`src/sv/mtd_pkg.sv`:
```
package mtd_pkg;

  localparam int MAX_SYMBOLS_DEF = 8;
  localparam int MAX_LETTERS_DEF = 32;

  localparam int CFG_W = 16;
  localparam int CFG_IDX_W = 2;
  localparam int SYM_CNT_W = 5;
  localparam int PAT_W = 6;
  localparam int PAT_MAX = 6;

  localparam logic [CFG_IDX_W-1:0] REG_DASH_MIN = 2'd0;
  localparam logic [CFG_IDX_W-1:0] REG_LETTER_GAP = 2'd1;
  localparam logic [CFG_IDX_W-1:0] REG_WORD_GAP = 2'd2;

  localparam logic [CFG_W-1:0] DASH_MIN_RST = 16'd250;
  localparam logic [CFG_W-1:0] LETTER_GAP_RST = 16'd250;
  localparam logic [CFG_W-1:0] WORD_GAP_RST = 16'd650;

  localparam logic [6:0] CODE_UNKNOWN = 7'h3F;

  typedef enum logic [1:0] {
    REQ_TONE    = 2'd0,
    REQ_FLUSH   = 2'd1,
    REQ_CLEAR   = 2'd2,
    REQ_RESTART = 2'd3
  } req_t;

  typedef struct packed {
    logic                 letter_valid;
    logic [SYM_CNT_W-1:0] sym_count;
    logic [PAT_W-1:0]     sym_bits;
    logic                 letter_stored;
    logic [4:0]           letter_position;
    logic                 word_complete;
    logic [5:0]           word_length;
    logic                 in_tone;
  } mtd_entry_t;

  // Symbol i of the pattern sits in bit i, a dash is a one.
  function automatic logic [6:0] pattern_to_ascii(logic [SYM_CNT_W-1:0] count,
                                                  logic [PAT_W-1:0] bits);
    logic [6:0] code;
    code = CODE_UNKNOWN;
    if (count <= SYM_CNT_W'(PAT_MAX)) begin
      unique case ({count[2:0], bits})
        {3'd2, 6'b000010}: code = 7'("A");
        {3'd4, 6'b000001}: code = 7'("B");
        {3'd4, 6'b000101}: code = 7'("C");
        {3'd3, 6'b000001}: code = 7'("D");
        {3'd1, 6'b000000}: code = 7'("E");
        {3'd4, 6'b000100}: code = 7'("F");
        {3'd3, 6'b000011}: code = 7'("G");
        {3'd4, 6'b000000}: code = 7'("H");
        {3'd2, 6'b000000}: code = 7'("I");
        {3'd4, 6'b001110}: code = 7'("J");
        {3'd3, 6'b000101}: code = 7'("K");
        {3'd4, 6'b000010}: code = 7'("L");
        {3'd2, 6'b000011}: code = 7'("M");
        {3'd2, 6'b000001}: code = 7'("N");
        {3'd3, 6'b000111}: code = 7'("O");
        {3'd4, 6'b000110}: code = 7'("P");
        {3'd4, 6'b001011}: code = 7'("Q");
        {3'd3, 6'b000010}: code = 7'("R");
        {3'd3, 6'b000000}: code = 7'("S");
        {3'd1, 6'b000001}: code = 7'("T");
        {3'd3, 6'b000100}: code = 7'("U");
        {3'd4, 6'b001000}: code = 7'("V");
        {3'd3, 6'b000110}: code = 7'("W");
        {3'd4, 6'b001001}: code = 7'("X");
        {3'd4, 6'b001101}: code = 7'("Y");
        {3'd4, 6'b000011}: code = 7'("Z");
        {3'd5, 6'b011111}: code = 7'("0");
        {3'd5, 6'b011110}: code = 7'("1");
        {3'd5, 6'b011100}: code = 7'("2");
        {3'd5, 6'b011000}: code = 7'("3");
        {3'd5, 6'b010000}: code = 7'("4");
        {3'd5, 6'b000000}: code = 7'("5");
        {3'd5, 6'b000001}: code = 7'("6");
        {3'd5, 6'b000011}: code = 7'("7");
        {3'd5, 6'b000111}: code = 7'("8");
        {3'd5, 6'b001111}: code = 7'("9");
        {3'd6, 6'b101010}: code = 7'(".");
        {3'd6, 6'b110011}: code = 7'(",");
        {3'd6, 6'b001100}: code = 7'("?");
        {3'd5, 6'b001001}: code = 7'("/");
        {3'd6, 6'b100001}: code = 7'("-");
        {3'd6, 6'b101101}: code = 7'("(");
        default:           code = CODE_UNKNOWN;
      endcase
    end
    return code;
  endfunction

endpackage

```
`src/sv/morse_tone_decoder.sv`:
```
// Channel   Handshake             Payload
// input     in_valid / in_stall   req_type, tone_on, tick_time
// output    out_valid / out_stall letter_valid, letter_code, letter_stored,
//                                 letter_position, word_complete, word_length, in_tone
// config    cfg_we                cfg_index, cfg_data
//
// One item is taken in every cycle unless the queue is full; the front updates the
// receiver state in the cycle of the transfer, so the state loop sets that rate.
// A result is written into the queue at its transfer and then into the output register.
// Reset clears control state, loads the register defaults at once; no clearing pass follows.
// The input stalls only when the two-entry queue is full, which happens only after the
// output has stalled.
module morse_tone_decoder
  import mtd_pkg::*;
#(
  parameter int MAX_SYMBOLS = MAX_SYMBOLS_DEF,
  parameter int MAX_LETTERS = MAX_LETTERS_DEF
) (
  input  logic                 clk,
  input  logic                 rst,
  input  logic                 cfg_we,
  input  logic [CFG_IDX_W-1:0] cfg_index,
  input  logic [CFG_W-1:0]     cfg_data,
  input  logic                 in_valid,
  output logic                 in_stall,
  input  logic [1:0]           req_type,
  input  logic                 tone_on,
  input  logic [31:0]          tick_time,
  output logic                 out_valid,
  input  logic                 out_stall,
  output logic                 letter_valid,
  output logic [6:0]           letter_code,
  output logic                 letter_stored,
  output logic [4:0]           letter_position,
  output logic                 word_complete,
  output logic [5:0]           word_length,
  output logic                 in_tone
);

  logic       push;
  logic       pop;
  logic       q_full;
  logic       q_valid;
  mtd_entry_t entry;
  mtd_entry_t head;

  mtd_front #(
    .MAX_SYMBOLS(MAX_SYMBOLS),
    .MAX_LETTERS(MAX_LETTERS)
  ) u_front (
    .clk       (clk),
    .rst       (rst),
    .cfg_we    (cfg_we),
    .cfg_index (cfg_index),
    .cfg_data  (cfg_data),
    .in_valid  (in_valid),
    .in_stall  (in_stall),
    .req_type  (req_type),
    .tone_on   (tone_on),
    .tick_time (tick_time),
    .q_full    (q_full),
    .push      (push),
    .entry     (entry)
  );

  mtd_queue u_queue (
    .clk        (clk),
    .rst        (rst),
    .push       (push),
    .push_entry (entry),
    .pop        (pop),
    .full       (q_full),
    .not_empty  (q_valid),
    .head       (head)
  );

  mtd_back u_back (
    .clk             (clk),
    .rst             (rst),
    .q_valid         (q_valid),
    .head            (head),
    .pop             (pop),
    .out_valid       (out_valid),
    .out_stall       (out_stall),
    .letter_valid    (letter_valid),
    .letter_code     (letter_code),
    .letter_stored   (letter_stored),
    .letter_position (letter_position),
    .word_complete   (word_complete),
    .word_length     (word_length),
    .in_tone         (in_tone)
  );

endmodule

```
`src/sv/mtd_front.sv`:
```
module mtd_front
  import mtd_pkg::*;
#(
  parameter int MAX_SYMBOLS = MAX_SYMBOLS_DEF,
  parameter int MAX_LETTERS = MAX_LETTERS_DEF
) (
  input  logic                 clk,
  input  logic                 rst,
  input  logic                 cfg_we,
  input  logic [CFG_IDX_W-1:0] cfg_index,
  input  logic [CFG_W-1:0]     cfg_data,
  input  logic                 in_valid,
  output logic                 in_stall,
  input  logic [1:0]           req_type,
  input  logic                 tone_on,
  input  logic [31:0]          tick_time,
  input  logic                 q_full,
  output logic                 push,
  output mtd_entry_t           entry
);

  localparam int SCW = $clog2(MAX_SYMBOLS + 1);
  localparam int SIW = $clog2(MAX_SYMBOLS);
  localparam int LCW = $clog2(MAX_LETTERS + 1);

  logic [CFG_W-1:0] dash_min;
  logic [CFG_W-1:0] letter_gap;
  logic [CFG_W-1:0] word_gap;

  logic                   tone_phase, tone_phase_next;
  logic [31:0]            phase_start, phase_start_next;
  logic [SCW-1:0]         symbol_count, symbol_count_next;
  logic [MAX_SYMBOLS-1:0] symbol_bits, symbol_bits_next;
  logic [LCW-1:0]         letter_count, letter_count_next;
  logic                   word_done, word_done_next;

  logic        do_commit;
  logic        do_word;
  logic [31:0] dt;
  req_t        req;

  assign in_stall = q_full;
  assign push = in_valid && !q_full;
  assign req = req_t'(req_type);
  assign dt = tick_time - phase_start;

  always_comb begin
    tone_phase_next = tone_phase;
    phase_start_next = phase_start;
    symbol_count_next = symbol_count;
    symbol_bits_next = symbol_bits;
    letter_count_next = letter_count;
    word_done_next = word_done;
    do_commit = 1'b0;
    do_word = 1'b0;
    entry = '0;

    unique case (req)
      REQ_TONE: begin
        if (!tone_phase && tone_on) begin
          if (dt >= {16'd0, word_gap}) begin
            do_commit = 1'b1;
            do_word = 1'b1;
          end else if (dt >= {16'd0, letter_gap}) begin
            do_commit = 1'b1;
          end
          tone_phase_next = 1'b1;
          phase_start_next = tick_time;
        end else if (tone_phase && !tone_on) begin
          if (symbol_count < SCW'(MAX_SYMBOLS)) begin
            if (dt >= {16'd0, dash_min}) begin
              symbol_bits_next[symbol_count[SIW-1:0]] = 1'b1;
            end
            symbol_count_next = symbol_count + 1'b1;
          end
          tone_phase_next = 1'b0;
          phase_start_next = tick_time;
        end
      end
      REQ_FLUSH: begin
        do_commit = 1'b1;
        do_word = 1'b1;
      end
      REQ_CLEAR: begin
        word_done_next = 1'b0;
        letter_count_next = '0;
      end
      REQ_RESTART: begin
        tone_phase_next = 1'b0;
        phase_start_next = tick_time;
        symbol_count_next = '0;
        symbol_bits_next = '0;
        letter_count_next = '0;
        word_done_next = 1'b0;
      end
      default: begin
      end
    endcase

    if (do_commit && symbol_count != '0) begin
      entry.letter_valid = 1'b1;
      entry.sym_count = SYM_CNT_W'(symbol_count);
      entry.sym_bits = PAT_W'(symbol_bits);
      if (letter_count < LCW'(MAX_LETTERS)) begin
        entry.letter_stored = 1'b1;
        entry.letter_position = 5'(letter_count);
        letter_count_next = letter_count + 1'b1;
      end
      symbol_count_next = '0;
      symbol_bits_next = '0;
    end
    if (do_word && letter_count_next != '0) begin
      word_done_next = 1'b1;
    end

    entry.word_complete = word_done_next;
    entry.word_length = 6'(letter_count_next);
    entry.in_tone = tone_phase_next;
  end

  always_ff @(posedge clk) begin
    if (rst) begin
      dash_min <= DASH_MIN_RST;
      letter_gap <= LETTER_GAP_RST;
      word_gap <= WORD_GAP_RST;
    end else if (cfg_we) begin
      if (cfg_index == REG_DASH_MIN) dash_min <= cfg_data;
      if (cfg_index == REG_LETTER_GAP) letter_gap <= cfg_data;
      if (cfg_index == REG_WORD_GAP) word_gap <= cfg_data;
    end
  end

  always_ff @(posedge clk) begin
    if (rst) begin
      tone_phase <= 1'b0;
      phase_start <= '0;
      symbol_count <= '0;
      symbol_bits <= '0;
      letter_count <= '0;
      word_done <= 1'b0;
    end else if (push) begin
      tone_phase <= tone_phase_next;
      phase_start <= phase_start_next;
      symbol_count <= symbol_count_next;
      symbol_bits <= symbol_bits_next;
      letter_count <= letter_count_next;
      word_done <= word_done_next;
    end
  end

  a_sym_bound: assert property (@(posedge clk) disable iff (rst)
    symbol_count <= SCW'(MAX_SYMBOLS))
    else $error("symbol count beyond its limit");

  a_letter_bound: assert property (@(posedge clk) disable iff (rst)
    letter_count <= LCW'(MAX_LETTERS))
    else $error("letter count beyond word capacity");

  a_done_needs_letters: assert property (@(posedge clk) disable iff (rst)
    word_done |-> letter_count != '0)
    else $error("word marked ready with no letters");

  a_restart_clears: assert property (@(posedge clk) disable iff (rst)
    (push && req == REQ_RESTART) |=> (symbol_count == '0 && !tone_phase && !word_done))
    else $error("restart left state behind");

endmodule

```
`src/sv/mtd_queue.sv`:
```
module mtd_queue
  import mtd_pkg::*;
(
  input  logic       clk,
  input  logic       rst,
  input  logic       push,
  input  mtd_entry_t push_entry,
  input  logic       pop,
  output logic       full,
  output logic       not_empty,
  output mtd_entry_t head
);

  mtd_entry_t  slots [2];
  logic        wr_ptr;
  logic        rd_ptr;
  logic [1:0]  count;

  assign full = (count == 2'd2);
  assign not_empty = (count != 2'd0);
  assign head = slots[rd_ptr];

  always_ff @(posedge clk) begin
    if (push) begin
      slots[wr_ptr] <= push_entry;
    end
  end

  always_ff @(posedge clk) begin
    if (rst) begin
      wr_ptr <= 1'b0;
      rd_ptr <= 1'b0;
      count <= 2'd0;
    end else begin
      if (push) wr_ptr <= !wr_ptr;
      if (pop) rd_ptr <= !rd_ptr;
      unique case ({push, pop})
        2'b10:   count <= count + 2'd1;
        2'b01:   count <= count - 2'd1;
        default: count <= count;
      endcase
    end
  end

endmodule

```
`src/sv/mtd_back.sv`:
```
module mtd_back
  import mtd_pkg::*;
(
  input  logic       clk,
  input  logic       rst,
  input  logic       q_valid,
  input  mtd_entry_t head,
  output logic       pop,
  output logic       out_valid,
  input  logic       out_stall,
  output logic       letter_valid,
  output logic [6:0] letter_code,
  output logic       letter_stored,
  output logic [4:0] letter_position,
  output logic       word_complete,
  output logic [5:0] word_length,
  output logic       in_tone
);

  assign pop = q_valid && (!out_valid || !out_stall);

  always_ff @(posedge clk) begin
    if (rst) begin
      out_valid <= 1'b0;
    end else if (pop) begin
      out_valid <= 1'b1;
    end else if (!out_stall) begin
      out_valid <= 1'b0;
    end
  end

  always_ff @(posedge clk) begin
    if (pop) begin
      letter_valid <= head.letter_valid;
      letter_code <= head.letter_valid ? pattern_to_ascii(head.sym_count, head.sym_bits)
                                       : 7'd0;
      letter_stored <= head.letter_stored;
      letter_position <= head.letter_position;
      word_complete <= head.word_complete;
      word_length <= head.word_length;
      in_tone <= head.in_tone;
    end
  end

endmodule
```
`config.mk`:
```
export PLATFORM = sky130hd
export DESIGN_NAME = morse_tone_decoder
export DESIGN_NICKNAME = d
export VERILOG_FILES = /design/src/sv/mtd_pkg.sv /design/src/sv/morse_tone_decoder.sv /design/src/sv/mtd_front.sv /design/src/sv/mtd_queue.sv /design/src/sv/mtd_back.sv
export SDC_FILE = /design/constraint.sdc
export NUM_CORES = 1
export LEC_CHECK = 0
export BUFFER_PORTS_ARGS = -buffer_cell sky130_fd_sc_hd__buf_2
export CAP_MARGIN = 10
export CELL_PAD_IN_SITES_DETAIL_PLACEMENT = 1
export CELL_PAD_IN_SITES_GLOBAL_PLACEMENT = 1
export CORE_UTILIZATION = 24
export CTS_CLUSTER_DIAMETER = 80
export DETAILED_ROUTE_END_ITERATION = 8
export PLACE_DENSITY_LB_ADDON = 0.1
export SLEW_MARGIN = 25
export SYNTH_ARGS = -nofsm -noshare
export SYNTH_HDL_FRONTEND = slang
export SYNTH_SLANG_ARGS = --single-unit
```
`constraint.sdc`:
```
create_clock -name clk -period 4.6 [get_ports clk]
set_input_delay 0.69 -clock clk [delete_from_list [all_inputs] [get_ports clk]]
set_output_delay 0.69 -clock clk [all_outputs]
set_load 0.05 [all_outputs]
```
==> impl_metrics.prom, run 1 <==
# TYPE chip_impl_metric gauge
chip_impl_info{name="run_status",value="finished clean"} 1
chip_impl_info{name="kind_of_cell_with_the_highest_combined_delay_on_the_critical_path",value="compound AO/OA/AOI/OAI gates"} 1
chip_impl_metric{name="ios",unit=""} 82
chip_impl_metric{name="ctsHtreeMaxLevel",unit=""} 4
chip_impl_metric{name="slew_margin_rel",unit="%"} 34.1
chip_impl_metric{name="grt_first_pass_wirelength",unit="um"} 52900
chip_impl_metric{name="hpwl_detailed",unit="um"} 24900
chip_impl_metric{name="post-route-drc-count",unit=""} 0
chip_impl_metric{name="die_w",unit="um"} 212
chip_impl_metric{name="count_of_mapped_cells_out_of_synthesis",unit=""} 1236
chip_impl_metric{name="power_per_cell_area",unit="nW/um^2"} 428
chip_impl_metric{name="fin_total_pwr",unit="uW"} 5570
chip_impl_metric{name="drv_slew",unit=""} 0
chip_impl_metric{name="p_int",unit="uW"} 3410
chip_impl_metric{name="postRouteWirelength",unit="um"} 32600
chip_impl_metric{name="die_y",unit="um"} 212
chip_impl_metric{name="synth_cell_types",unit=""} 79
chip_impl_metric{name="final_min_period_over_clock_period",unit="%"} 95.5
chip_impl_metric{name="detailed_route_vias_per_instance",unit=""} 4.57
chip_impl_info{name="cts_tree",value="yes"} 1
chip_impl_metric{name="post_syn_nets",unit=""} 1382
chip_impl_metric{name="maxCapViolCount",unit=""} 0
chip_impl_info{name="worst_r2r_start",value="u_front.phase_start[3]$_SDFFE_PP0P_"} 1
chip_impl_metric{name="maximum_number_of_pins_on_one_net_before_global_route_repair",unit=""} 62
chip_impl_metric{name="maximum_fanout_count_along_the_critical_path",unit=""} 5
chip_impl_metric{name="antenna_violations_before_repair",unit=""} 0
chip_impl_metric{name="routed_vias",unit=""} 9128
chip_impl_info{name="critical-path-top-cell-by-count",value="nor2_1"} 1
chip_impl_metric{name="switching_fraction_of_total_power",unit="%"} 38.8
chip_impl_metric{name="crit_arrival",unit="ns"} 4.64
chip_impl_metric{name="place_worst_setup_slack",unit="ns"} -0.496
chip_impl_metric{name="grt.overflow.total",unit=""} 0
chip_impl_metric{name="worst_ep_required_time",unit="ns"} 4.84
chip_impl_metric{name="worst_skew_pair.late_latency",unit="ns"} 0.50
chip_impl_metric{name="vdd_ir_drop_max",unit="uV"} 236
chip_impl_metric{name="timing.final.crit_period",unit="ns"} 4.39
chip_impl_metric{name="timing_hold_violations_final",unit=""} 0
chip_impl_metric{name="place_area",unit="sq um"} 12300
chip_impl_metric{name="initial_core_util",unit="%"} 24.4
chip_impl_metric{name="nets",unit=""} 1545
chip_impl_info{name="hold_sp",value="cfg_data[9]"} 1
chip_impl_metric{name="p_seq_share",unit="%"} 35.8
chip_impl_info{name="crit_start",value="tick_time[0]"} 1
chip_impl_info{name="postSynth.topFlopCell",value="dfxtp_1"} 1
chip_impl_metric{name="grtUsageTotal",unit="%"} 15.4
chip_impl_metric{name="ff2ff_setup_slack",unit="ns"} 0.25
chip_impl_metric{name="area_delta_synth_final",unit="%"} 23.0
chip_impl_info{name="clk_root_buffer_cell",value="clkbuf_16"} 1
chip_impl_metric{name="postSynth.asyncResetShare",unit="%"} 0
chip_impl_metric{name="drt.antenna.violating_nets",unit=""} 0
chip_impl_metric{name="clkPwrFrac",unit="%"} 28.0
chip_impl_info{name="end_kind",value="register"} 1
chip_impl_metric{name="design.die.area",unit="sq um"} 44900
chip_impl_metric{name="first_pass_iters",unit=""} 4
chip_impl_metric{name="drt-wirelength-per-cell",unit="um"} 16.3
chip_impl_metric{name="worst_slew_pin_slew",unit="ns"} 0.989
chip_impl_metric{name="ctsHoldBuffers",unit=""} 0
chip_impl_metric{name="worst_clock_skew",unit="ns"} 0.0136
chip_impl_metric{name="seq_area_frac_synth",unit="%"} 40.2
chip_impl_metric{name="antenna_cells",unit=""} 0
chip_impl_metric{name="path_clk_slew",unit="ns"} 0.08
chip_impl_metric{name="nFillCells",unit=""} 5125
chip_impl_metric{name="slowest_delay",unit="ns"} 0.38
chip_impl_metric{name="fin_tns_setup",unit="ns"} 0
chip_impl_metric{name="setup_ws",unit="ns"} 0.207
chip_impl_metric{name="net_switching_component_of_the_power",unit="uW"} 2160
chip_impl_metric{name="leakage",unit="uW"} 0.00515
chip_impl_metric{name="synth_edf_count",unit=""} 72
chip_impl_metric{name="std_cell_rows",unit=""} 76
chip_impl_metric{name="first_global_vias",unit=""} 9492
chip_impl_metric{name="port-buffer-count",unit=""} 81
chip_impl_metric{name="drt_iter0_drc",unit=""} 275
chip_impl_metric{name="post_route_cells_drive_above_1_share",unit="%"} 19.5
chip_impl_metric{name="clock_sink_count",unit=""} 176
chip_impl_info{name="timing.hold.worst.class",value="primary input to register"} 1
chip_impl_metric{name="cts.path.max_buffers",unit=""} 2
chip_impl_info{name="crit_chain",value="buf_2 -> inv_1 -> ha_1 -> fa_1 -> nand2b_1 -> a21oi_2 -> nor2_1 -> nor2_1 -> nor2_1 -> xnor2_1 -> ha_1 -> a21o_1 -> a21oi_1 -> nor2_1 -> a2111oi_2 -> o311ai_2 -> o21ba_4 -> nand2_4 -> inv_4 -> a221oi_4 -> a41oi_2 -> a21o_1"} 1
chip_impl_metric{name="timing.fmax",unit="MHz"} 228
chip_impl_metric{name="yosys_register_bits",unit=""} 176
chip_impl_metric{name="syn-cell-area",unit="sq um"} 10600
chip_impl_metric{name="ys.warnings.count",unit=""} 0
chip_impl_metric{name="setup_viol",unit=""} 0
chip_impl_info{name="cp_slowest_cell",value="fa_1"} 1
chip_impl_metric{name="stdcell_area",unit="sq um"} 13000
chip_impl_metric{name="final_core_utilization",unit="%"} 30.0
chip_impl_metric{name="placeableCoreArea",unit="sq um"} 43300
chip_impl_metric{name="power.combinational.fraction",unit="%"} 36.2
chip_impl_metric{name="gp_congestion",unit=""} 0.815
chip_impl_metric{name="avgSynthCellArea",unit="sq um"} 8.55
chip_impl_info{name="worstSetupStartpointType",value="primary input"} 1
chip_impl_info{name="worst-setup-path-type",value="primary input to register"} 1
chip_impl_metric{name="crit_buf_inv",unit=""} 3
chip_impl_metric{name="cts_inserted_buffers",unit=""} 17
-- power groups by stage --
stage | Clock (uW) | Combinational [uW] | Sequential, uW
4_1_cts | 1640 | 2040 | 2000
3_5_place_dp | 0 | 2030 | 2030
2_1_floorplan | 0 | 1080 | 2270
3_3_place_gp | 0 | 2020 | 2030
6_report | 1560 | 2010 | 1990
5_1_grt | 1680 | 2240 | 2020
-- worst min-delay path, cell delays in order --
cell      delay [ns]
buf_2           0.10
nand2_1         0.05
nand3b_1        0.06
-- stage by stage --
step                cells  hold slack (ns)
global placement     1963            0.442
finish               1997            0.447
CTS                  1995            0.395
floorplan            1236            0.432
detailed placement   1963            0.447
global route         1997            0.428
-- placed cells by master (no fill, tap or decap), types with 17 or more instances in the layout --
master	n
nor2_1	92
clkbuf_16	17
a21oi_1	126
buf_2	80
dfxtp_1	103
a21o_1	20
o21ai_0	47
nand2_1	215
inv_1	100
nand3_1	17
xnor2_1	22
ha_1	87
edfxtp_1	72
buf_4	109
nor3_1	18
-- layer usage --
metal | vias up | track usage (%) | share of wire, %
li1 | 4668 | - | -
met1 | 4351 | 19.6 | 48
met2 | 84 | 26.2 | 49
met3 | 25 | 2.82 | 2.2
met4 | 0 | 5.15 | 1.4
met5 | - | 0 | 0
-- kinds of logic after synthesis --
logic type | synth area share (%)
XOR/XNOR | 2.57
AND/OR/NAND/NOR | 19.7
AO/OA/AOI/OAI | 19.0
multiplexers | 2.46
buffers and inverters | 5.55
adder cells (fa/ha/maj) | 10.5
flip-flops | 40.2
-- cell usage after synthesis, types with 10 or more instances --
cell type | n | area [sq um]
clkbuf_1 | 33 | 124
nand2b_1 | 16 | 100
nand2_1 | 215 | 807
and3_1 | 13 | 81.3
dfxtp_1 | 104 | 2080
a211o_1 | 13 | 114
a21o_1 | 20 | 150
o21ai_0 | 50 | 250
nand3_1 | 17 | 85.1
nor2_1 | 94 | 353
edfxtp_1 | 72 | 2160
a21oi_1 | 130 | 651
xnor2_1 | 22 | 193
o21a_1 | 10 | 75.1
nand4_1 | 11 | 68.8
nor3_1 | 18 | 90.1
and2_1 | 13 | 81.3
mux2_2 | 16 | 180
or3_1 | 11 | 68.8
ha_1 | 87 | 1090
inv_1 | 100 | 375
-- cell type report --
type                       instances  area [sq um]  share of cell area, %
clock inverter                    15           183                   1.41
tap                              585           732                   5.63
sequential                       176          4250                   32.7
inverter                         101           382                   2.94
multi-input combinational        914          5810                   44.7
clock buffer                      17           425                   3.27
timing repair buffer             189          1220                   9.38
-- sequential cells by signal (all words and copies together) (netlist names), 2 cells and up, named ones only --
signal                  cells
u_back.letter_code          7
u_front.letter_gap         16
u_queue.slots              50
u_front.phase_start        32
u_back.letter_position      5
u_back.word_length          6
u_front.symbol_count        4
u_front.dash_min           16
u_front.symbol_bits         6
u_front.letter_count        6
u_front.word_gap           16
u_queue.count               2
-- worst paths after layout --
check | endpoint | cells past startpoint
setup / recovery | u_queue.slots[0][7]$_DFFE_PP_ | 22
hold / removal | u_front.word_gap[9]$_SDFFE_PP1P_ | 3
setup reg to reg | u_front.word_done$_SDFFE_PP0P_ | 21
hold reg to reg | u_front.phase_start[10]$_SDFFE_PP0P_ | 2
-- timing repair --
action,in CTS,in global routing
setup endpoints to repair,3,26
pin swaps,1,5
setup buffers,0,2
resized for setup,2,10
No activity file was read; power rests on OpenSTA's default activity.
==> run 2, diff against run 1 <==
--- a/config.mk
+++ b/config.mk
@@ -7,12 +7,9 @@
 export LEC_CHECK = 0
 export BUFFER_PORTS_ARGS = -buffer_cell sky130_fd_sc_hd__buf_2
 export CAP_MARGIN = 10
-export CELL_PAD_IN_SITES_DETAIL_PLACEMENT = 1
-export CELL_PAD_IN_SITES_GLOBAL_PLACEMENT = 1
 export CORE_UTILIZATION = 24
 export CTS_CLUSTER_DIAMETER = 80
 export DETAILED_ROUTE_END_ITERATION = 8
-export PLACE_DENSITY_LB_ADDON = 0.1
 export SLEW_MARGIN = 25
 export SYNTH_ARGS = -nofsm -noshare
 export SYNTH_HDL_FRONTEND = slang
==> run 2 against run 1 <==
Register-to-register slack better by 0.02 ns. Cell area down 0.86%. Global-route usage down 2.3 points. Sequential power about the same. Count of clock-buffer cells in the layout unchanged. Clock skew up 0.0027 ns. Routed wire length down 12%. First-iteration DRC count up 98%. Flip-flop and latch count unchanged. Combinational power about the same. Die area unchanged.
==> impl_metrics.prom, run 2 (synthesis results as in run 1) <==
# TYPE chip_impl_metric gauge
chip_impl_metric{name="timing.final.crit_period",unit="ns"} 4.41
chip_impl_metric{name="p_int",unit="uW"} 3330
chip_impl_metric{name="drt.antenna.violating_nets",unit=""} 0
chip_impl_info{name="layout.cells.most_common",value="nand2_1"} 1
chip_impl_metric{name="worst_skew_pair.late_latency",unit="ns"} 0.45
chip_impl_metric{name="slowest_delay",unit="ns"} 0.39
chip_impl_metric{name="placeableCoreArea",unit="sq um"} 43300
chip_impl_metric{name="grt_first_pass_wirelength",unit="um"} 46600
chip_impl_metric{name="nets",unit=""} 1535
chip_impl_metric{name="power_per_cell_area",unit="nW/um^2"} 417
chip_impl_metric{name="worst_slew_pin_slew",unit="ns"} 0.967
chip_impl_metric{name="placed_cells_incl_taps",unit=""} 1953
chip_impl_metric{name="post_route_cells_drive_above_1_share",unit="%"} 19.0
chip_impl_info{name="timing.critical_path.to",value="u_queue.slots[1][7]$_DFFE_PP_"} 1
chip_impl_info{name="end_kind",value="register"} 1
chip_impl_metric{name="worst_ep_required_time",unit="ns"} 4.79
chip_impl_metric{name="slew_margin_rel",unit="%"} 35.5
chip_impl_metric{name="crit_arrival",unit="ns"} 4.60
chip_impl_info{name="reg_top3",value="u_queue.slots x50, u_front.phase_start x32"} 1
chip_impl_metric{name="final_core_utilization",unit="%"} 29.8
chip_impl_metric{name="design.die.area",unit="sq um"} 44900
chip_impl_info{name="clk_root_buffer_cell",value="clkbuf_16"} 1
chip_impl_info{name="crit_chain",value="buf_2 -> inv_1 -> ha_1 -> fa_1 -> nand2b_1 -> a21oi_2 -> nor2_1 -> o31ai_2 -> xor2_1 -> buf_4 -> ha_1 -> a21o_1 -> a21o_1 -> a21oi_1 -> o21ai_0 -> a21oi_2 -> o311ai_2 -> o21ba_4 -> nand2_4 -> inv_4 -> a221oi_4 -> a41oi_2 -> a21o_1"} 1
chip_impl_info{name="r2r-end",value="u_queue.slots[1][7]$_DFFE_PP_"} 1
chip_impl_metric{name="leakage",unit="uW"} 0.00508
chip_impl_info{name="largest_register",value="u_queue.slots"} 1
chip_impl_info{name="cp_slowest_cell",value="fa_1"} 1
chip_impl_metric{name="vdd_ir_drop_max",unit="uV"} 237
chip_impl_metric{name="p_seq_share",unit="%"} 37.2
chip_impl_metric{name="detailed_route_vias_per_instance",unit=""} 4.59
chip_impl_info{name="worstSetupStartpointType",value="primary input"} 1
chip_impl_metric{name="timing.fmax",unit="MHz"} 227
chip_impl_metric{name="ctsHtreeMaxLevel",unit=""} 4
chip_impl_metric{name="routed_vias",unit=""} 9134
chip_impl_metric{name="final_min_period_over_clock_period",unit="%"} 95.8
chip_impl_info{name="timing.hold.worst.class",value="register to register"} 1
chip_impl_metric{name="final_cells",unit=""} 1991
chip_impl_metric{name="setup_viol",unit=""} 0
chip_impl_metric{name="worst_clock_skew",unit="ns"} 0.0163
chip_impl_metric{name="cts.path.max_buffers",unit=""} 2
chip_impl_metric{name="grtUsageTotal",unit="%"} 13.1
chip_impl_metric{name="hpwl_detailed",unit="um"} 21900
chip_impl_metric{name="largest_reg_flops",unit=""} 50
chip_impl_metric{name="drt_iter0_drc",unit=""} 545
chip_impl_metric{name="drv_slew",unit=""} 0
chip_impl_metric{name="switching_fraction_of_total_power",unit="%"} 38.0
chip_impl_metric{name="maxCapViolCount",unit=""} 0
chip_impl_info{name="run_status",value="finished clean"} 1
chip_impl_metric{name="power.combinational.fraction",unit="%"} 36.8
chip_impl_metric{name="maximum_number_of_pins_on_one_net_before_global_route_repair",unit=""} 58
chip_impl_metric{name="first_pass_iters",unit=""} 5
chip_impl_metric{name="r2r.worst_path.cells",unit=""} 20
chip_impl_info{name="cts_tree",value="yes"} 1
chip_impl_metric{name="timing_hold_violations_final",unit=""} 0
chip_impl_info{name="worst_r2r_start",value="u_front.phase_start[4]$_SDFFE_PP0P_"} 1
chip_impl_info{name="worst-setup-path-type",value="primary input to register"} 1
chip_impl_info{name="critical-path-top-cell-by-count",value="a21o_1"} 1
chip_impl_metric{name="clkPwrFrac",unit="%"} 26.0
chip_impl_metric{name="net_switching_component_of_the_power",unit="uW"} 2040
chip_impl_metric{name="post-route-drc-count",unit=""} 0
chip_impl_metric{name="finalHoldWorstSlack",unit="ns"} 0.455
chip_impl_metric{name="cts_inserted_buffers",unit=""} 17
chip_impl_metric{name="die_w",unit="um"} 212
chip_impl_metric{name="antenna_violations_before_repair",unit=""} 6
chip_impl_metric{name="postRouteWirelength",unit="um"} 28600
chip_impl_metric{name="grt.overflow.total",unit=""} 0
chip_impl_metric{name="std_cell_rows",unit=""} 76
chip_impl_metric{name="clock_sink_count",unit=""} 176
chip_impl_metric{name="maximum_fanout_count_along_the_critical_path",unit=""} 5
chip_impl_metric{name="ios",unit=""} 82
chip_impl_info{name="crit_start",value="tick_time[0]"} 1
chip_impl_metric{name="drt-wirelength-per-cell",unit="um"} 14.3
chip_impl_metric{name="first_global_vias",unit=""} 8771
chip_impl_metric{name="gp_congestion",unit=""} 0.898
chip_impl_metric{name="ff2ff_setup_slack",unit="ns"} 0.27
chip_impl_info{name="mostFrequentLayoutCells",value="215 x nand2_1, 126 x a21oi_1, 104 x dfxtp_1"} 1
chip_impl_metric{name="path_clk_slew",unit="ns"} 0.07
chip_impl_metric{name="area_delta_synth_final",unit="%"} 22.0
chip_impl_metric{name="initial_core_util",unit="%"} 24.4
chip_impl_metric{name="port-buffer-count",unit=""} 81
chip_impl_metric{name="die_y",unit="um"} 212
-- run 2: changes by cell type in the layout (fill, tap and decap cells not counted), sizes merged --
cell	change
clkinv	+2
diode	+4
inv	-3
bufinv	-1
buf	-10
clkinvlp	+2
-- run 2: worst max-delay path: cells and delay by family --
kind / cells / cell delay [ns]
AND/OR/NAND/NOR: 3 / 0.38
buffers and inverters: 4 / 0.37
AO/OA/AOI/OAI: 12 / 2.28
adder cells (fa/ha/maj): 3 / 0.78
XOR/XNOR: 1 / 0.13
-- run 2: how the worst min path moves through the flow --
stage / from / end / slack [ns] / cells after the start
finish: u_front.phase_start[21]$_SDFFE_PP0P_ / u_front.phase_start[21]$_SDFFE_PP0P_ / 0.45 / 2
global route: u_front.symbol_bits[2]$_SDFFE_PP0P_ / u_front.symbol_bits[2]$_SDFFE_PP0P_ / 0.48 / 1
CTS: u_front.phase_start[17]$_SDFFE_PP0P_ / u_front.phase_start[17]$_SDFFE_PP0P_ / 0.46 / 2
detailed placement: u_front.phase_start[17]$_SDFFE_PP0P_ / u_front.phase_start[17]$_SDFFE_PP0P_ / 0.45 / 2
global placement: u_front.symbol_bits[4]$_SDFFE_PP0P_ / u_front.symbol_bits[4]$_SDFFE_PP0P_ / 0.44 / 1
floorplan: u_front.symbol_bits[4]$_SDFFE_PP0P_ / u_front.symbol_bits[4]$_SDFFE_PP0P_ / 0.43 / 1
-- run 2: timing repair --
item / in CTS / in global routing
gates resized for setup: 2 / 13
pin swaps: 1 / 7
cloned: 0 / 0
hold buffers: 0 / 0
buffers inserted: 0 / 2
endpoints found under the setup margin: 2 / 26
-- run 2: metrics by stage --
step           power, uW  setup slack [ns]  TNS (ns)  area [sq um]
2_1_floorplan       3350          0.000815         0         10600
3_3_place_gp        3960            -0.326     -4.46         12200
6_report            5370             0.191         0         12900
4_1_cts             5400           0.00566         0         12800
5_1_grt             5700           -0.0278   -0.0418         12900
3_5_place_dp        3980            -0.463     -8.84         12200
-- run 2: per-layer routing --
layer / up-vias / track usage, % / wire, um
met3: 18 / 2.70 / 1050
met1: 4321 / 17.3 / 13500
met2: 139 / 22.0 / 13700
met4: 0 / 2.77 / 255
met5: - / 0 / 0
li1: 4656 / - / -
-- run 2: area by class of cell --
type / count / area, sq um
timing repair buffer: 179 / 1140
sequential: 176 / 4240
multi-input combinational: 914 / 5820
clock inverter: 15 / 125
clock buffer: 17 / 425
fill: 4601 / 30400
antenna: 4 / 10.0
tap: 585 / 732
inverter: 101 / 382
-- run 2: power by group through the flow --
stage          clock, uW  sequential (uW)  combinational, uW
3_5_place_dp           0             2040               1940
4_1_cts             1430             2000               1960
3_3_place_gp           0             2030               1930
5_1_grt             1490             2030               2190
6_report            1400             2000               1980
2_1_floorplan          0             2270               1080
==> run 3, diff against run 2 <==
--- a/config.mk
+++ b/config.mk
@@ -7,7 +7,9 @@
 export LEC_CHECK = 0
 export BUFFER_PORTS_ARGS = -buffer_cell sky130_fd_sc_hd__buf_2
 export CAP_MARGIN = 10
+export CORE_MARGIN = 10
 export CORE_UTILIZATION = 24
+export CTS_BUF_LIST = sky130_fd_sc_hd__clkbuf_4 sky130_fd_sc_hd__clkbuf_8 sky130_fd_sc_hd__clkbuf_16
 export CTS_CLUSTER_DIAMETER = 80
 export DETAILED_ROUTE_END_ITERATION = 8
 export SLEW_MARGIN = 25
==> run 3 against run 2 <==
Combinational power hardly changed. Critical endpoint unchanged. Critical path depth fell by 1. Cell count is 0.30% lower.
==> impl_metrics.prom, run 3 (synthesis results as in run 1) <==
# TYPE chip_impl_metric gauge
chip_impl_info{name="run_status",value="finished clean"} 1
chip_impl_info{name="cts_tree",value="yes"} 1
chip_impl_metric{name="placeableCoreArea",unit="sq um"} 43300
chip_impl_metric{name="ctsHoldBuffers",unit=""} 0
chip_impl_metric{name="die_y",unit="um"} 230
chip_impl_metric{name="design.die.area",unit="sq um"} 52800
chip_impl_metric{name="drv_slew",unit=""} 0
chip_impl_metric{name="die_w",unit="um"} 230
chip_impl_metric{name="std_cell_rows",unit=""} 76
chip_impl_metric{name="crit_buf_inv",unit=""} 3
chip_impl_metric{name="routed_vias",unit=""} 9164
chip_impl_metric{name="p_int",unit="uW"} 3380
chip_impl_metric{name="ctsHtreeMaxLevel",unit=""} 4
chip_impl_metric{name="cts.repair.resized",unit=""} 0
chip_impl_metric{name="slowest_delay",unit="ns"} 0.38
chip_impl_metric{name="maximum_fanout_count_along_the_critical_path",unit=""} 5
chip_impl_metric{name="post_route_cells_drive_above_1_share",unit="%"} 18.5
chip_impl_metric{name="area_delta_synth_final",unit="%"} 21.6
chip_impl_metric{name="first_global_vias",unit=""} 8928
chip_impl_metric{name="worst_skew_pair.late_latency",unit="ns"} 0.46
chip_impl_metric{name="drt_iter0_drc",unit=""} 550
chip_impl_info{name="clk_root_buffer_cell",value="clkbuf_16"} 1
chip_impl_metric{name="leakage",unit="uW"} 0.00505
chip_impl_metric{name="power_per_cell_area",unit="nW/um^2"} 418
chip_impl_info{name="kind_of_cell_with_the_highest_combined_delay_on_the_critical_path",value="compound AO/OA/AOI/OAI gates"} 1
chip_impl_info{name="end_kind",value="register"} 1
chip_impl_metric{name="post-route-drc-count",unit=""} 0
chip_impl_metric{name="final_min_period_over_clock_period",unit="%"} 94.9
chip_impl_metric{name="maxCapViolCount",unit=""} 0
chip_impl_metric{name="switching_fraction_of_total_power",unit="%"} 37.1
chip_impl_metric{name="worst_ep_required_time",unit="ns"} 4.81
chip_impl_metric{name="timing.fmax",unit="MHz"} 229
chip_impl_metric{name="fin_tns_setup",unit="ns"} 0
chip_impl_info{name="largest_register",value="u_queue.slots"} 1
chip_impl_metric{name="timing_hold_violations_final",unit=""} 0
chip_impl_info{name="worst-setup-path-type",value="primary input to register"} 1
chip_impl_metric{name="clkPwrFrac",unit="%"} 26.2
chip_impl_metric{name="antenna_violations_before_repair",unit=""} 9
chip_impl_metric{name="finalHoldWorstSlack",unit="ns"} 0.452
chip_impl_metric{name="hpwl_detailed",unit="um"} 22600
chip_impl_metric{name="grtUsageTotal",unit="%"} 11.1
chip_impl_metric{name="grt.overflow.total",unit=""} 0
chip_impl_metric{name="first_pass_iters",unit=""} 5
chip_impl_metric{name="vdd_ir_drop_max",unit="uV"} 216
chip_impl_info{name="cp_slowest_cell",value="fa_1"} 1
chip_impl_metric{name="worst_clock_skew",unit="ns"} 0.0129
chip_impl_metric{name="timing.final.crit_period",unit="ns"} 4.36
chip_impl_metric{name="place_worst_setup_slack",unit="ns"} -0.426
chip_impl_metric{name="nets",unit=""} 1530
chip_impl_metric{name="power.combinational.fraction",unit="%"} 36.7
chip_impl_metric{name="crit_arrival",unit="ns"} 4.58
chip_impl_info{name="worstSetupStartpointType",value="primary input"} 1
chip_impl_metric{name="ios",unit=""} 82
chip_impl_metric{name="gp_congestion",unit=""} 0.895
chip_impl_info{name="layout.cells.most_common",value="nand2_1"} 1
chip_impl_metric{name="postCtsSetupBuffers",unit=""} 0
chip_impl_metric{name="maximum_number_of_pins_on_one_net_before_global_route_repair",unit=""} 60
chip_impl_info{name="critical-path-top-cell-by-count",value="nor2_1"} 1
chip_impl_metric{name="final_core_utilization",unit="%"} 29.7
chip_impl_metric{name="drt-wirelength-per-cell",unit="um"} 14.7
chip_impl_metric{name="largest_reg_flops",unit=""} 50
chip_impl_metric{name="setup_ws",unit="ns"} 0.236
chip_impl_metric{name="port-buffer-count",unit=""} 81
chip_impl_info{name="reg_top3",value="u_queue.slots x50, u_front.phase_start x32"} 1
chip_impl_metric{name="initial_core_util",unit="%"} 24.4
chip_impl_info{name="timing.hold.worst.class",value="register to register"} 1
chip_impl_metric{name="postRouteWirelength",unit="um"} 29200
chip_impl_info{name="mostFrequentLayoutCells",value="215 x nand2_1, 126 x a21oi_1, 104 x dfxtp_1"} 1
chip_impl_info{name="crit_chain",value="buf_2 -> inv_1 -> ha_1 -> fa_1 -> nand2b_1 -> a21oi_2 -> nor2_1 -> nor2_1 -> nor2_1 -> xnor2_1 -> ha_1 -> a21o_1 -> a21oi_2 -> nor2_1 -> a2111oi_2 -> o311ai_2 -> o21ba_4 -> nand2_4 -> inv_4 -> a221oi_4 -> a41oi_2 -> a21o_1"} 1
chip_impl_metric{name="net_switching_component_of_the_power",unit="uW"} 1990
chip_impl_metric{name="worst_slew_pin_slew",unit="ns"} 0.943
chip_impl_metric{name="cts_inserted_buffers",unit=""} 17
chip_impl_metric{name="grt_first_pass_wirelength",unit="um"} 47700
chip_impl_metric{name="slew_margin_rel",unit="%"} 36.9
chip_impl_metric{name="path_clk_slew",unit="ns"} 0.07
chip_impl_metric{name="drt.antenna.violating_nets",unit=""} 0
chip_impl_metric{name="setup_viol",unit=""} 0
chip_impl_metric{name="p_seq_share",unit="%"} 37.1
chip_impl_metric{name="cts.path.max_buffers",unit=""} 2
chip_impl_metric{name="clock_sink_count",unit=""} 176
chip_impl_metric{name="detailed_route_vias_per_instance",unit=""} 4.62
-- run 3: cell types whose count changed in the layout (fill, tap and decap cells not counted), sizes merged, moves of 2 or more --
cell,before,now
inv,109,105
clkinv,5,3
clkbuf,17,21
buf,179,174
-- run 3: worst min-delay path, delay by kind of cell, from the launching register on --
family | cells | cell delay (ns)
AO/OA/AOI/OAI | 1 | 0.05
flip-flops | 1 | 0.31
AND/OR/NAND/NOR | 1 | 0.05
-- run 3: layout make-up --
type                       count  area (sq um)
antenna                        3          7.51
clock buffer                  21           455
clock inverter                11           109
fill                        4577         30400
inverter                     101           382
multi-input combinational    914          5810
sequential                   176          4240
tap                          585           732
timing repair buffer         174          1110
-- run 3: through the flow --
stage | cell area (sq um) | power, uW | cells
after floorplan | 10600 | 3350 | 1236
after global placement | 12200 | 3960 | 1950
after detailed placement | 12200 | 3990 | 1950
after CTS | 12800 | 5420 | 1982
after global routing | 12800 | 5730 | 1982
final | 12800 | 5370 | 1985
-- run 3: final timing paths --
kind / start / end / slack [ns] / cells past startpoint
max: tick_time[0] / u_queue.slots[1][7]$_DFFE_PP_ / 0.24 / 22
min reg2reg: u_front.phase_start[9]$_SDFFE_PP0P_ / u_front.phase_start[9]$_SDFFE_PP0P_ / 0.45 / 2
max reg2reg: u_front.phase_start[8]$_SDFFE_PP0P_ / u_queue.slots[1][7]$_DFFE_PP_ / 0.25 / 19
min: u_front.phase_start[9]$_SDFFE_PP0P_ / u_front.phase_start[9]$_SDFFE_PP0P_ / 0.45 / 2
-- run 3: power by group through the flow --
stage / logic [uW] / clock network (uW) / registers [uW]
floorplan: 1080 / 0 / 2270
global placement: 1940 / 0 / 2020
detailed placement: 1960 / 0 / 2030
CTS: 1970 / 1450 / 2000
global route: 2190 / 1520 / 2020
finish: 1970 / 1410 / 1990
-- run 3: metal layers --
metal / track usage (%) / vias to the layer above / share of wire [%]
met5: 0 / - / 0.069
met4: 2.75 / 4 / 1.3
met3: 3.30 / 38 / 5.6
met2: 18.5 / 180 / 47
met1: 13.8 / 4296 / 46
li1: - / 4646 / -
